[src/srfr_pkg.sv]
// ----------------------------------------------------------------------------
// srfr_pkg: shared types and constants of the sensor reply frame receiver
// Frame layout, status codes, register indexes and the result word type.
// ----------------------------------------------------------------------------
`default_nettype none

package srfr_pkg;

    // Frame layout
    localparam int unsigned FRAME_BYTES = 10;
    localparam int unsigned CNT_W       = $clog2(FRAME_BYTES);
    localparam int unsigned SUM_FIRST   = 2;
    localparam int unsigned SUM_LAST    = FRAME_BYTES - 3;
    localparam int unsigned CSUM_IDX    = FRAME_BYTES - 2;
    localparam int unsigned LAST_IDX    = FRAME_BYTES - 1;

    localparam logic [7:0] HEAD_BYTE = 8'hAA;
    localparam logic [7:0] TAIL_BYTE = 8'hAB;

    localparam logic [15:0] TICKS_MAX = 16'hFFFF;

    // Word kinds on the input channel
    localparam logic KIND_BYTE = 1'b0;
    localparam logic KIND_TICK = 1'b1;

    // Result status codes
    localparam logic [1:0] STATUS_GOOD     = 2'd0;
    localparam logic [1:0] STATUS_BAD_TAIL = 2'd1;
    localparam logic [1:0] STATUS_BAD_SUM  = 2'd2;
    localparam logic [1:0] STATUS_TIMEOUT  = 2'd3;

    // Configuration register indexes
    localparam int unsigned CFG_IDX_W  = 2;
    localparam int unsigned CFG_DATA_W = 16;

    typedef enum logic [CFG_IDX_W-1:0] {
        CFG_TIMEOUT_TICKS  = 2'd0,
        CFG_REQUEST_CODE   = 2'd1,
        CFG_QUERY_REQUEST  = 2'd2,
        CFG_QUERY_REPLY    = 2'd3
    } t_cfg_reg;

    // Reset values of the configuration registers
    localparam logic [15:0] TIMEOUT_RESET       = 16'd1000;
    localparam logic [7:0]  REQUEST_RESET       = 8'd4;
    localparam logic [7:0]  QUERY_REQUEST_RESET = 8'd4;
    localparam logic [7:0]  QUERY_REPLY_RESET   = 8'd192;

    // One result word
    typedef struct packed {
        logic [1:0]  status;
        logic [7:0]  reply_command;
        logic [7:0]  data_zero;
        logic [7:0]  data_one;
        logic [7:0]  data_two;
        logic [7:0]  data_three;
        logic [7:0]  data_four;
        logic [7:0]  data_five;
        logic        request_matched;
        logic [15:0] fine_dust_tenths;
        logic [15:0] coarse_dust_tenths;
    } t_result;

endpackage

`default_nettype wire

[src/sensor_reply_frame_receiver.sv]
// ----------------------------------------------------------------------------
// sensor_reply_frame_receiver: particulate sensor reply deframer
// Hunts for the head byte, collects one ten-byte reply, checks tail and
// checksum and reports one result word per frame or per timeout.
// ----------------------------------------------------------------------------
//
//  channel  | direction | handshake           | payload
//  ---------+-----------+---------------------+-----------------------------------
//  input    | in        | i_valid / o_stall   | i_kind, i_rx_byte
//  result   | out       | o_valid / i_stall   | o_status .. o_coarse_dust_tenths
//  config   | in        | i_cfg_we            | i_cfg_index, i_cfg_data
//
//  Cycles: one input word per clock while o_stall is low. A word is handled
//  in the cycle it is accepted; any result goes into a free result slot.
//  The output register has a one-word skid stage behind it, so input words
//  keep flowing while a result waits; o_stall rises only once both are full.
//  Reset (synchronous, active low) clears the frame state, the tick counter,
//  both result slots and loads the configuration reset values.
//  The frame byte store is not cleared; each byte is written before use.
//
`default_nettype none

module sensor_reply_frame_receiver (
    input  wire logic        i_clk,
    input  wire logic        i_rst_n,

    // input words
    input  wire logic        i_valid,
    output logic             o_stall,
    input  wire logic        i_kind,
    input  wire logic [7:0]  i_rx_byte,

    // configuration writes
    input  wire logic                          i_cfg_we,
    input  wire logic [srfr_pkg::CFG_IDX_W-1:0]  i_cfg_index,
    input  wire logic [srfr_pkg::CFG_DATA_W-1:0] i_cfg_data,

    // result words
    output logic             o_valid,
    input  wire logic        i_stall,
    output logic [1:0]       o_status,
    output logic [7:0]       o_reply_command,
    output logic [7:0]       o_data_zero,
    output logic [7:0]       o_data_one,
    output logic [7:0]       o_data_two,
    output logic [7:0]       o_data_three,
    output logic [7:0]       o_data_four,
    output logic [7:0]       o_data_five,
    output logic             o_request_matched,
    output logic [15:0]      o_fine_dust_tenths,
    output logic [15:0]      o_coarse_dust_tenths
);

    import srfr_pkg::*;

    // configuration
    logic [15:0] r_timeout_ticks;
    logic [7:0]  r_request_code;
    logic [7:0]  r_query_request_code;
    logic [7:0]  r_query_reply_code;

    // frame state
    logic             r_started,    n_started;
    logic [CNT_W-1:0] r_byte_count, n_byte_count;
    logic [7:0]       r_running_sum, n_running_sum;
    logic [15:0]      r_elapsed,    n_elapsed;
    logic [7:0]       r_frame [FRAME_BYTES];
    logic             store_we;

    // result slots: output register plus skid
    t_result r_out,       n_out;
    logic    r_out_valid, n_out_valid;
    t_result r_skid,      n_skid;
    logic    r_skid_valid, n_skid_valid;

    logic    accept;
    logic    pop;
    logic    push;
    t_result result;

    assign o_stall = r_skid_valid;
    assign accept  = i_valid && !r_skid_valid;
    assign pop     = r_out_valid && !i_stall;

    // ------------------------------------------------------------------
    // configuration registers
    // ------------------------------------------------------------------
    always_ff @(posedge i_clk) begin
        if (!i_rst_n) begin
            r_timeout_ticks      <= TIMEOUT_RESET;
            r_request_code       <= REQUEST_RESET;
            r_query_request_code <= QUERY_REQUEST_RESET;
            r_query_reply_code   <= QUERY_REPLY_RESET;
        end else if (i_cfg_we) begin
            unique case (t_cfg_reg'(i_cfg_index))
                CFG_TIMEOUT_TICKS: r_timeout_ticks      <= i_cfg_data;
                CFG_REQUEST_CODE:  r_request_code       <= i_cfg_data[7:0];
                CFG_QUERY_REQUEST: r_query_request_code <= i_cfg_data[7:0];
                CFG_QUERY_REPLY:   r_query_reply_code   <= i_cfg_data[7:0];
                default:           r_timeout_ticks      <= r_timeout_ticks;
            endcase
        end
    end

    // ------------------------------------------------------------------
    // word handling: tick counting, byte collection, frame check
    // ------------------------------------------------------------------
    always_comb begin
        n_started     = r_started;
        n_byte_count  = r_byte_count;
        n_running_sum = r_running_sum;
        n_elapsed     = r_elapsed;
        store_we      = 1'b0;
        push          = 1'b0;
        result        = '0;

        if (accept) begin
            if (i_kind == KIND_TICK) begin
                // saturating tick count; passing the limit ends the frame
                n_elapsed = (r_elapsed == TICKS_MAX) ? r_elapsed : r_elapsed + 16'd1;
                if (n_elapsed > r_timeout_ticks) begin
                    push          = 1'b1;
                    result.status = STATUS_TIMEOUT;
                    n_started     = 1'b0;
                    n_byte_count  = '0;
                    n_running_sum = '0;
                    n_elapsed     = '0;
                end
            end else if (r_started || i_rx_byte == HEAD_BYTE) begin
                n_started = 1'b1;
                store_we  = 1'b1;
                if (r_byte_count >= CNT_W'(SUM_FIRST) && r_byte_count <= CNT_W'(SUM_LAST)) begin
                    n_running_sum = r_running_sum + i_rx_byte;
                end
                if (r_byte_count == CNT_W'(LAST_IDX)) begin
                    // current byte is the tail; bytes 1..8 are in the store
                    push = 1'b1;
                    if (i_rx_byte != TAIL_BYTE) begin
                        result.status = STATUS_BAD_TAIL;
                    end else if (r_running_sum != r_frame[CSUM_IDX]) begin
                        result.status = STATUS_BAD_SUM;
                    end else begin
                        result.status = STATUS_GOOD;
                    end
                    result.reply_command = r_frame[1];
                    result.data_zero     = r_frame[2];
                    result.data_one      = r_frame[3];
                    result.data_two      = r_frame[4];
                    result.data_three    = r_frame[5];
                    result.data_four     = r_frame[6];
                    result.data_five     = r_frame[7];
                    if (r_request_code == r_query_request_code) begin
                        result.request_matched = (r_frame[1] == r_query_reply_code);
                    end else begin
                        result.request_matched = (r_frame[2] == r_request_code);
                    end
                    result.fine_dust_tenths   = {r_frame[3], r_frame[2]};
                    result.coarse_dust_tenths = {r_frame[5], r_frame[4]};
                    n_started     = 1'b0;
                    n_byte_count  = '0;
                    n_running_sum = '0;
                    n_elapsed     = '0;
                end else begin
                    n_byte_count = r_byte_count + CNT_W'(1);
                end
            end
        end
    end

    // ------------------------------------------------------------------
    // result slots
    // ------------------------------------------------------------------
    always_comb begin
        n_out        = r_out;
        n_out_valid  = r_out_valid;
        n_skid       = r_skid;
        n_skid_valid = r_skid_valid;

        if (r_skid_valid) begin
            // no word is accepted while the skid is full
            if (pop) begin
                n_out        = r_skid;
                n_out_valid  = 1'b1;
                n_skid_valid = 1'b0;
            end
        end else if (pop || !r_out_valid) begin
            n_out       = result;
            n_out_valid = push;
        end else if (push) begin
            n_skid       = result;
            n_skid_valid = 1'b1;
        end
    end

    always_ff @(posedge i_clk) begin
        if (!i_rst_n) begin
            r_started     <= 1'b0;
            r_byte_count  <= '0;
            r_running_sum <= '0;
            r_elapsed     <= '0;
            r_out_valid   <= 1'b0;
            r_skid_valid  <= 1'b0;
        end else begin
            r_started     <= n_started;
            r_byte_count  <= n_byte_count;
            r_running_sum <= n_running_sum;
            r_elapsed     <= n_elapsed;
            r_out_valid   <= n_out_valid;
            r_skid_valid  <= n_skid_valid;
        end
    end

    // payload registers, no reset
    always_ff @(posedge i_clk) begin
        r_out  <= n_out;
        r_skid <= n_skid;
        if (store_we) begin
            r_frame[r_byte_count] <= i_rx_byte;
        end
    end

    assign o_valid              = r_out_valid;
    assign o_status             = r_out.status;
    assign o_reply_command      = r_out.reply_command;
    assign o_data_zero          = r_out.data_zero;
    assign o_data_one           = r_out.data_one;
    assign o_data_two           = r_out.data_two;
    assign o_data_three         = r_out.data_three;
    assign o_data_four          = r_out.data_four;
    assign o_data_five          = r_out.data_five;
    assign o_request_matched    = r_out.request_matched;
    assign o_fine_dust_tenths   = r_out.fine_dust_tenths;
    assign o_coarse_dust_tenths = r_out.coarse_dust_tenths;

endmodule

`default_nettype wire

[config.mk]
export PLATFORM = sky130hd
export DESIGN_NAME = sensor_reply_frame_receiver
export DESIGN_NICKNAME = d
export VERILOG_FILES = /design/src/srfr_pkg.sv /design/src/sensor_reply_frame_receiver.sv
export SDC_FILE = /design/constraint.sdc
export NUM_CORES = 1
export LEC_CHECK = 0
export ABC_AREA = 1
export BUFFER_PORTS_ARGS = -buffer_cell sky130_fd_sc_hd__buf_2
export CAP_MARGIN = 20
export CORE_AREA = 10 10 165 198
export CTS_BUF_LIST = sky130_fd_sc_hd__clkbuf_8
export DETAILED_ROUTE_END_ITERATION = 6
export DIE_AREA = 0 0 175 208
export SLEW_MARGIN = 5
export SYNTH_ARGS = -nofsm -noshare
export SYNTH_HDL_FRONTEND = slang
export SYNTH_SLANG_ARGS = --single-unit
export TNS_END_PERCENT = 10
[constraint.sdc]
create_clock -name i_clk -period 11.35 [get_ports i_clk]
set_input_delay 0.5675 -clock i_clk [delete_from_list [all_inputs] [get_ports i_clk]]
set_output_delay 0.5675 -clock i_clk [all_outputs]
set_load 0.01 [all_outputs]
# ---- Yosys cells after proc, flatten, opt, wreduce, memory -nomap -nowiden
# Memories as Yosys holds them, arrays and structs flattened.
# Index checks and enable logic that the tools add are counted.
dict set report word_totals {
  word_cells 123
  reg_bits 253
  n_memories 1
  mem_bits_rw 80
  output_inout_bits 93
}
# memory words width rd rd_clocked_by_memory_dff write_ports line_no
set memory_table {}
lappend memory_table {r_frame 10 8 8 0 1 sensor_reply_frame_receiver.sv:67} ;# logic [7:0] r_frame [FRAME_BYTES];
dict set report classes {
  n_lt_le_gt_ge 3
  eq_ne 13
  bitwise_logic 2
  n_addsub 3
  reduce_logical 22
  muxes 47
}
# op count
set ops {}
lappend ops {{2-to-1 mux 91 bit} 6}
lappend ops {{2-to-1 mux 89 bit} 1}
lappend ops {{2-to-1 mux 16 bit} 5}
lappend ops {{2-to-1 mux 8 bit} 5}
lappend ops {{equality test 8 bit} 3}
lappend ops {{2-to-1 mux 1 bit} 22}
lappend ops {{adder 16 x 1 -> 16 bit (second input constant)} 1}
lappend ops {{equality test 16 bit (second input constant)} 1}
lappend ops {{greater-than comparator 16 bit} 1}
lappend ops {{2-to-1 mux 4 bit} 4}
lappend ops {{AND reduction 2 bit} 5}
lappend ops {{AND reduction 3 bit} 3}
lappend ops {{adder 8 bit} 1}
lappend ops {{equality test 8 bit (second input constant)} 1}
lappend ops {{2-to-1 mux 2 bit} 4}
lappend ops {{!= test 8 bit} 1}
lappend ops {{!= test 8 bit (second input constant)} 1}
lappend ops {{nonzero test 2 bit} 3}
lappend ops {{adder 4 x 1 -> 4 bit (second input constant)} 1}
lappend ops {{equality test 2 bit (second input constant)} 2}
lappend ops {{equality test 4 bit (second input constant)} 1}
lappend ops {{greater-or-equal comparator 4 x 2 -> 1 bit (second input constant)} 1}
lappend ops {{less-or-equal comparator 4 x 3 -> 1 bit (second input constant)} 1}
lappend ops {{!= test 2 x 1 -> 1 bit (second input constant)} 2}
lappend ops {{other kinds (8)} 14}

# ---- Longest topological paths before layout
dict set report logic_depth {
  word_depth 9
  depth_mapped 23
  depth_no_buf 23
}

# ---- Least setup slack after synthesis
# No wires, ideal clock.
dict set report synth_path {
  path_kind {register to register}
  from {register r_elapsed[0]}
  to {register r_skid[23] (netlist bit) (enable)}
  path_slack_ns 6.183
  t_arrival_ns 4.691
  stages_incl_launch_ff 18
  path_buffers 1
  setup_time_ns 0.476
  period_less_slack_ns 5.167
  cell_sequence {dfxtp_1 -> ha_1 -> nand2_1 -> nor2_2 -> nand4_1 -> nor2_2 -> inv_2 -> buf_6 -> nand2_1 -> ha_1 -> nand2_1 -> nor3_1 -> nand2_1 -> nand2_1 -> nand2_1 -> nand2_2 -> nand2_1 -> nor2_1}
}
dict set report synth_between {
  elab_chain_cells 7
}
# item line_no
set synth_lines {}
lappend synth_lines {{from (decl)} sensor_reply_frame_receiver.sv:66} ;# logic [15:0] r_elapsed, n_elapsed;
lappend synth_lines {{from (signal assigned)} sensor_reply_frame_receiver.sv:207} ;# r_elapsed <= n_elapsed;
lappend synth_lines {{adder 16 x 1 -> 16 bit / equality test 16 bit (equally long branches)} sensor_reply_frame_receiver.sv:120} ;# n_elapsed = (r_elapsed == TICKS_MAX) ? r_elapsed : r_elapsed + 16'd1;
lappend synth_lines {{2-to-1 mux 16 bit *} sensor_reply_frame_receiver.sv:120}
lappend synth_lines {{greater-than comparator 16 bit *} sensor_reply_frame_receiver.sv:121} ;# if (n_elapsed > r_timeout_ticks) begin
lappend synth_lines {{2-to-1 mux 1 bit *} sensor_reply_frame_receiver.sv:121}
lappend synth_lines {{2-to-1 mux 1 bit *} sensor_reply_frame_receiver.sv:118} ;# if (i_kind == KIND_TICK) begin
lappend synth_lines {{2-to-1 mux 1 bit *} sensor_reply_frame_receiver.sv:117} ;# if (accept) begin
lappend synth_lines {{AND reduction 3 bit (no line) *} --}
lappend synth_lines {{to (signal assigned)} sensor_reply_frame_receiver.sv:216} ;# r_skid <= n_skid;
lappend synth_lines {{to (decl)} sensor_reply_frame_receiver.sv:73} ;# t_result r_skid, n_skid;
# Every way passes the cells marked *; elsewhere a longest branch is shown, timed or not.
# A chain may end at the register's enable or synchronous reset.

# ---- Worst setup path after layout
dict set report layout_path {
  from {register r_elapsed[0]}
  to {register r_skid[68] (netlist bit) (enable)}
}
# The elaborated chain is that of the path after synthesis.

==> impl_metrics.sql <==
INSERT INTO impl_metrics (metric_group, metric, value, unit) VALUES
('grt', 'first_pass_grt_wire_length', '38400', 'µm'),
('floorplan', 'starting_density', '0.395', ''),
('worst_setup_path', 'timing.critical_path.required', '11.51', 'ns'),
('drt', 'post_drt_via_cell_ratio', '4.60', ''),
('sta', 'tightestPinTransition', '0.988', 'ns'),
('run_status', 'run_status', 'finished, final reports clean', ''),
('floorplan', 'row_count', '68', ''),
('min_path', 'holdCritStartpoint', 'i_cfg_data[8]', ''),
('grt', 'antenna_violations_before_repair', '1', ''),
('sta', 'final-hold-violation-count', '0', ''),
('floorplan', 'fp.coreArea', '28600', 'µm²'),
('placement', 'placed_instances', '1565', ''),
('synthesis', 'synth_top_cells_by_count', 'sky130_fd_sc_hd__nand2_1, sky130_fd_sc_hd__edfxtp_1, sky130_fd_sc_hd__nor2_1, sky130_fd_sc_hd__inv_1, sky130_fd_sc_hd__o21ai_0', ''),
('synthesis', 'ys_warn_count', '0', ''),
('clocking', 'clock-root-buffer', 'sky130_fd_sc_hd__clkbuf_8', ''),
('sta', 'slew_violations', '0', ''),
('clocking', 'cts-root-to-sink-buffers', '3', ''),
('sta', 'post-route-worst-setup-slack', '7.37', 'ns'),
('final_layout', 'fillers', '2753', ''),
('floorplan', 'io_pins', '125', ''),
('final_layout', 'post_layout_nonfiller_instances', '1637', ''),
('synthesis', 'synthDominantAreaCellType', 'sky130_fd_sc_hd__edfxtp_1', ''),
('job', 'maxCapViolCount', '0', ''),
('clocking', 'cts_hold_fix_bufs', '0', ''),
('worst_setup_path', 'critPathLaunchType', 'flip-flop', ''),
('clocking', 'cts-resized-gates', '0', ''),
('floorplan', 'die_w', '175', 'µm'),
('synthesis', 'dominantRegCellSynth', 'sky130_fd_sc_hd__edfxtp_1', ''),
('synthesis', 'synth.top_cells.by_area', 'sky130_fd_sc_hd__edfxtp_1, sky130_fd_sc_hd__dfxtp_1, sky130_fd_sc_hd__nand2_1', ''),
('sta', 'fin_worst_skew', '0.0301', 'ns'),
('worst_setup_path', 'max_stage_delay', '0.63', 'ns'),
('sta', 'timing.max_slew.rel_slack', '0.340', ''),
('sta', 'setup_total_negative_slack', '0', 'ns'),
('synthesis', 'syn-instance-count', '1115', ''),
('drt', 'num_vias', '7532', ''),
('pwr', 'power.density_cell_area', '142', 'nW/µm²'),
('synthesis', 'synth.avg_cell_area', '10.1', 'µm²'),
('synthesis', 'yosysMostFrequentCell', 'sky130_fd_sc_hd__nand2_1', ''),
('final_layout', 'drive_above_1_share', '0.197', ''),
('worst_setup_path', 'timing.critical_path.arrival', '4.14', 'ns'),
('placement', 'routability_cong', '0.849', ''),
('synthesis', 'synth_top_area_share', '0.484', ''),
('clocking', 'number_of_sinks_handled_by_clock_tree_synthesis', '253', ''),
('min_path', 'timing.hold.worst.class', 'in -> reg', ''),
('synthesis', 'synth_seq_cells', '253', ''),
('worst_setup_path', 'critical_path_source', 'r_elapsed[0]', ''),
('pwr', 'leakage', '5.42', 'nW'),
('drt', 'drc_errors', '0', ''),
('drt', 'wirelength_per_cell', '14.5', 'µm'),
('sta', 'rsz_0062_raised_after_global_routing', 'no', ''),
('synthesis', 'synthDistinctLibCells', '42', ''),
('floorplan', 'die_y', '208', 'µm'),
('drt', 'ant_nets', '0', ''),
('grt', 'largest_net_degree_at_the_start_of_global_routing', '115', ''),
('synthesis', 'synth_sequential_area_ratio', '0.610', ''),
('worst_setup_path', 'cpMostUsedCell', 'sky130_fd_sc_hd__nand2_1', ''),
('worst_setup_path', 'critical_path.cell_chain', 'ha_1 -> nand2_1 -> nor2_2 -> nand4_1 -> nor2_2 -> inv_2 -> nor2_1 -> nor2_1 -> ha_1 -> nand2_1 -> nand2_1 -> nand2_1 -> nand2_1 -> nand2_1 -> nand2_1 -> nand2_1 -> nand2_1 -> nand2_1 -> nand2_2 -> nand2_1 -> nor2_4 -> buf_4', ''),
('sta', 'timing.final.crit_period', '3.98', 'ns'),
('synthesis', 'post_synth_instance_area', '11300', 'µm²'),
('synthesis', 'synth_nets', '1172', ''),
('drt', 'drt_first_pass_iters', '5', ''),
('clocking', 'clk_latency_worst_skew_pair', '0.56', 'ns'),
('clocking', 'tritoncts', 'done', ''),
('worst_setup_path', 'cp_slowest_cell', 'sky130_fd_sc_hd__buf_4', ''),
('placement', 'dp_slack', '7.39', 'ns'),
('sta', 'final_worst_path_period_share', '0.350', ''),
('sta', 'fmax', '0.251', 'GHz'),
('clocking', 'postCtsSetupBuffers', '0', ''),
('worst_setup_path', 'worstSetupEndpointType', 'flip-flop', ''),
('placement', 'hpwlAfterDp', '16100', 'µm'),
('synthesis', 'synthArstFlopShare', '0', '');
area by class of cell:
class | instances | area, µm² | share of cell area
sequential | 253 | 6890 | 0.538
tap | 385 | 482 | 0.0376
clock inverter | 22 | 91.3 | 0.00713
clock buffer | 48 | 661 | 0.0516
multi-input combinational | 654 | 3450 | 0.269
timing repair buffer | 133 | 706 | 0.0551
inverter | 142 | 533 | 0.0416
where the power goes:
group / switching (W) / internal (W)
clock network: 0.000342 / 0.000382
registers: 0.00000716 / 0.000997
logic: 0.0000591 / 0.0000292
total: 0.000408 / 0.00141
cells by family (layout without fill, tap and decap cells):
family                   Yosys count  count (layout)  share of synthesized area
AO/OA/AOI/OAI                    168             168                     0.0816
XOR/XNOR                          34              34                     0.0264
adder cells (fa/ha/maj)           25              25                     0.0284
buffers and inverters            208             345                     0.0875
flip-flops                       253             253                      0.610
AND/OR/NAND/NOR                  427             427                      0.167
per-stage QoR:
step                      power, W  area, µm²  hold WS (ns)  utilization
after floorplan            0.00108      11300         0.435            -
after global placement     0.00111      12000         0.454        0.421
after detailed placement   0.00111      12000         0.462        0.421
after CTS                  0.00185      12800         0.230        0.447
after global routing       0.00190      12800         0.263        0.448
final                      0.00182      12800         0.257        0.448
path summary, 6_finish.rpt:
| check | to | slack, ns | cells past startpoint |
|---|---|---|---|
| setup / recovery | r_skid[68] | 7.37 | 22 |
| hold / removal | r_timeout_ticks[8] | 0.26 | 3 |
| setup reg to reg | r_skid[68] | 7.37 | 22 |
| hold reg to reg | r_timeout_ticks[13] | 0.46 | 2 |
critical path, delay by kind of cell (launching register included):
family | cells | cell delay [ns]
flip-flops | 1 | 0.38
AND/OR/NAND/NOR | 18 | 1.90
adder cells (fa/ha/maj) | 2 | 0.48
buffers and inverters | 2 | 0.78
registers in the layout, indices dropped and copies added (netlist names):
| signal | count |
|---|---|
| r_frame | 64 |
| r_skid | 59 |
| r_elapsed | 16 |
| r_timeout_ticks | 16 |
| o_data_five | 8 |
| o_data_four | 8 |
| o_data_one | 8 |
| o_data_three | 8 |
| o_reply_command | 8 |
| r_query_reply_code | 8 |
| r_query_request_code | 8 |
| r_request_code | 8 |
| r_running_sum | 8 |
| o_data_two | 7 |
| o_data_zero | 7 |
| r_byte_count | 4 |
| o_status | 2 |
| o_coarse_dust_tenths | 1 |
| o_fine_dust_tenths | 1 |
| o_request_matched | 1 |
| o_stall | 1 |
| o_valid | 1 |
| r_started | 1 |
metal layers:
layer / track usage / routed length, µm / part of all wire / up-vias
li1: - / - / - / 3876
met1: 0.154 / 10200 / 0.43 / 3404
met2: 0.212 / 11200 / 0.47 / 198
met3: 0.0386 / 1680 / 0.071 / 52
met4: 0.0508 / 671 / 0.028 / 2
met5: 0 / 18 / 0.00076 / -
cell usage in the layout, fill, tap and decap left out, types with 3 or more instances in the layout:
| master | Yosys | layout |
|---|---|---|
| sky130_fd_sc_hd__nand2_1 | 187 | 187 |
| sky130_fd_sc_hd__edfxtp_1 | 182 | 182 |
| sky130_fd_sc_hd__inv_1 | 133 | 145 |
| sky130_fd_sc_hd__nor2_1 | 136 | 135 |
| sky130_fd_sc_hd__buf_2 | 3 | 125 |
| sky130_fd_sc_hd__o21ai_0 | 92 | 92 |
| sky130_fd_sc_hd__dfxtp_1 | 71 | 70 |
| sky130_fd_sc_hd__clkbuf_8 | 0 | 48 |
| sky130_fd_sc_hd__a21oi_1 | 46 | 45 |
| sky130_fd_sc_hd__nand3_1 | 27 | 27 |
| sky130_fd_sc_hd__ha_1 | 24 | 24 |
| sky130_fd_sc_hd__nand4_1 | 21 | 21 |
| sky130_fd_sc_hd__xnor2_1 | 18 | 18 |
| sky130_fd_sc_hd__xor2_1 | 16 | 16 |
| sky130_fd_sc_hd__nor3_1 | 14 | 14 |
| sky130_fd_sc_hd__nand2_2 | 14 | 13 |
| sky130_fd_sc_hd__a21oi_2 | 10 | 10 |
| sky130_fd_sc_hd__or2_2 | 9 | 9 |
| sky130_fd_sc_hd__o211ai_1 | 8 | 8 |
| sky130_fd_sc_hd__inv_2 | 7 | 7 |
| sky130_fd_sc_hd__clkinv_1 | 2 | 7 |
| sky130_fd_sc_hd__buf_4 | 34 | 7 |
| sky130_fd_sc_hd__nor2_2 | 6 | 6 |
| sky130_fd_sc_hd__clkinv_2 | 0 | 4 |
| sky130_fd_sc_hd__nand3_2 | 3 | 3 |
| sky130_fd_sc_hd__o21ai_2 | 3 | 3 |
| sky130_fd_sc_hd__o21ai_1 | 3 | 3 |
No activity file was read; power rests on OpenSTA's default activity.
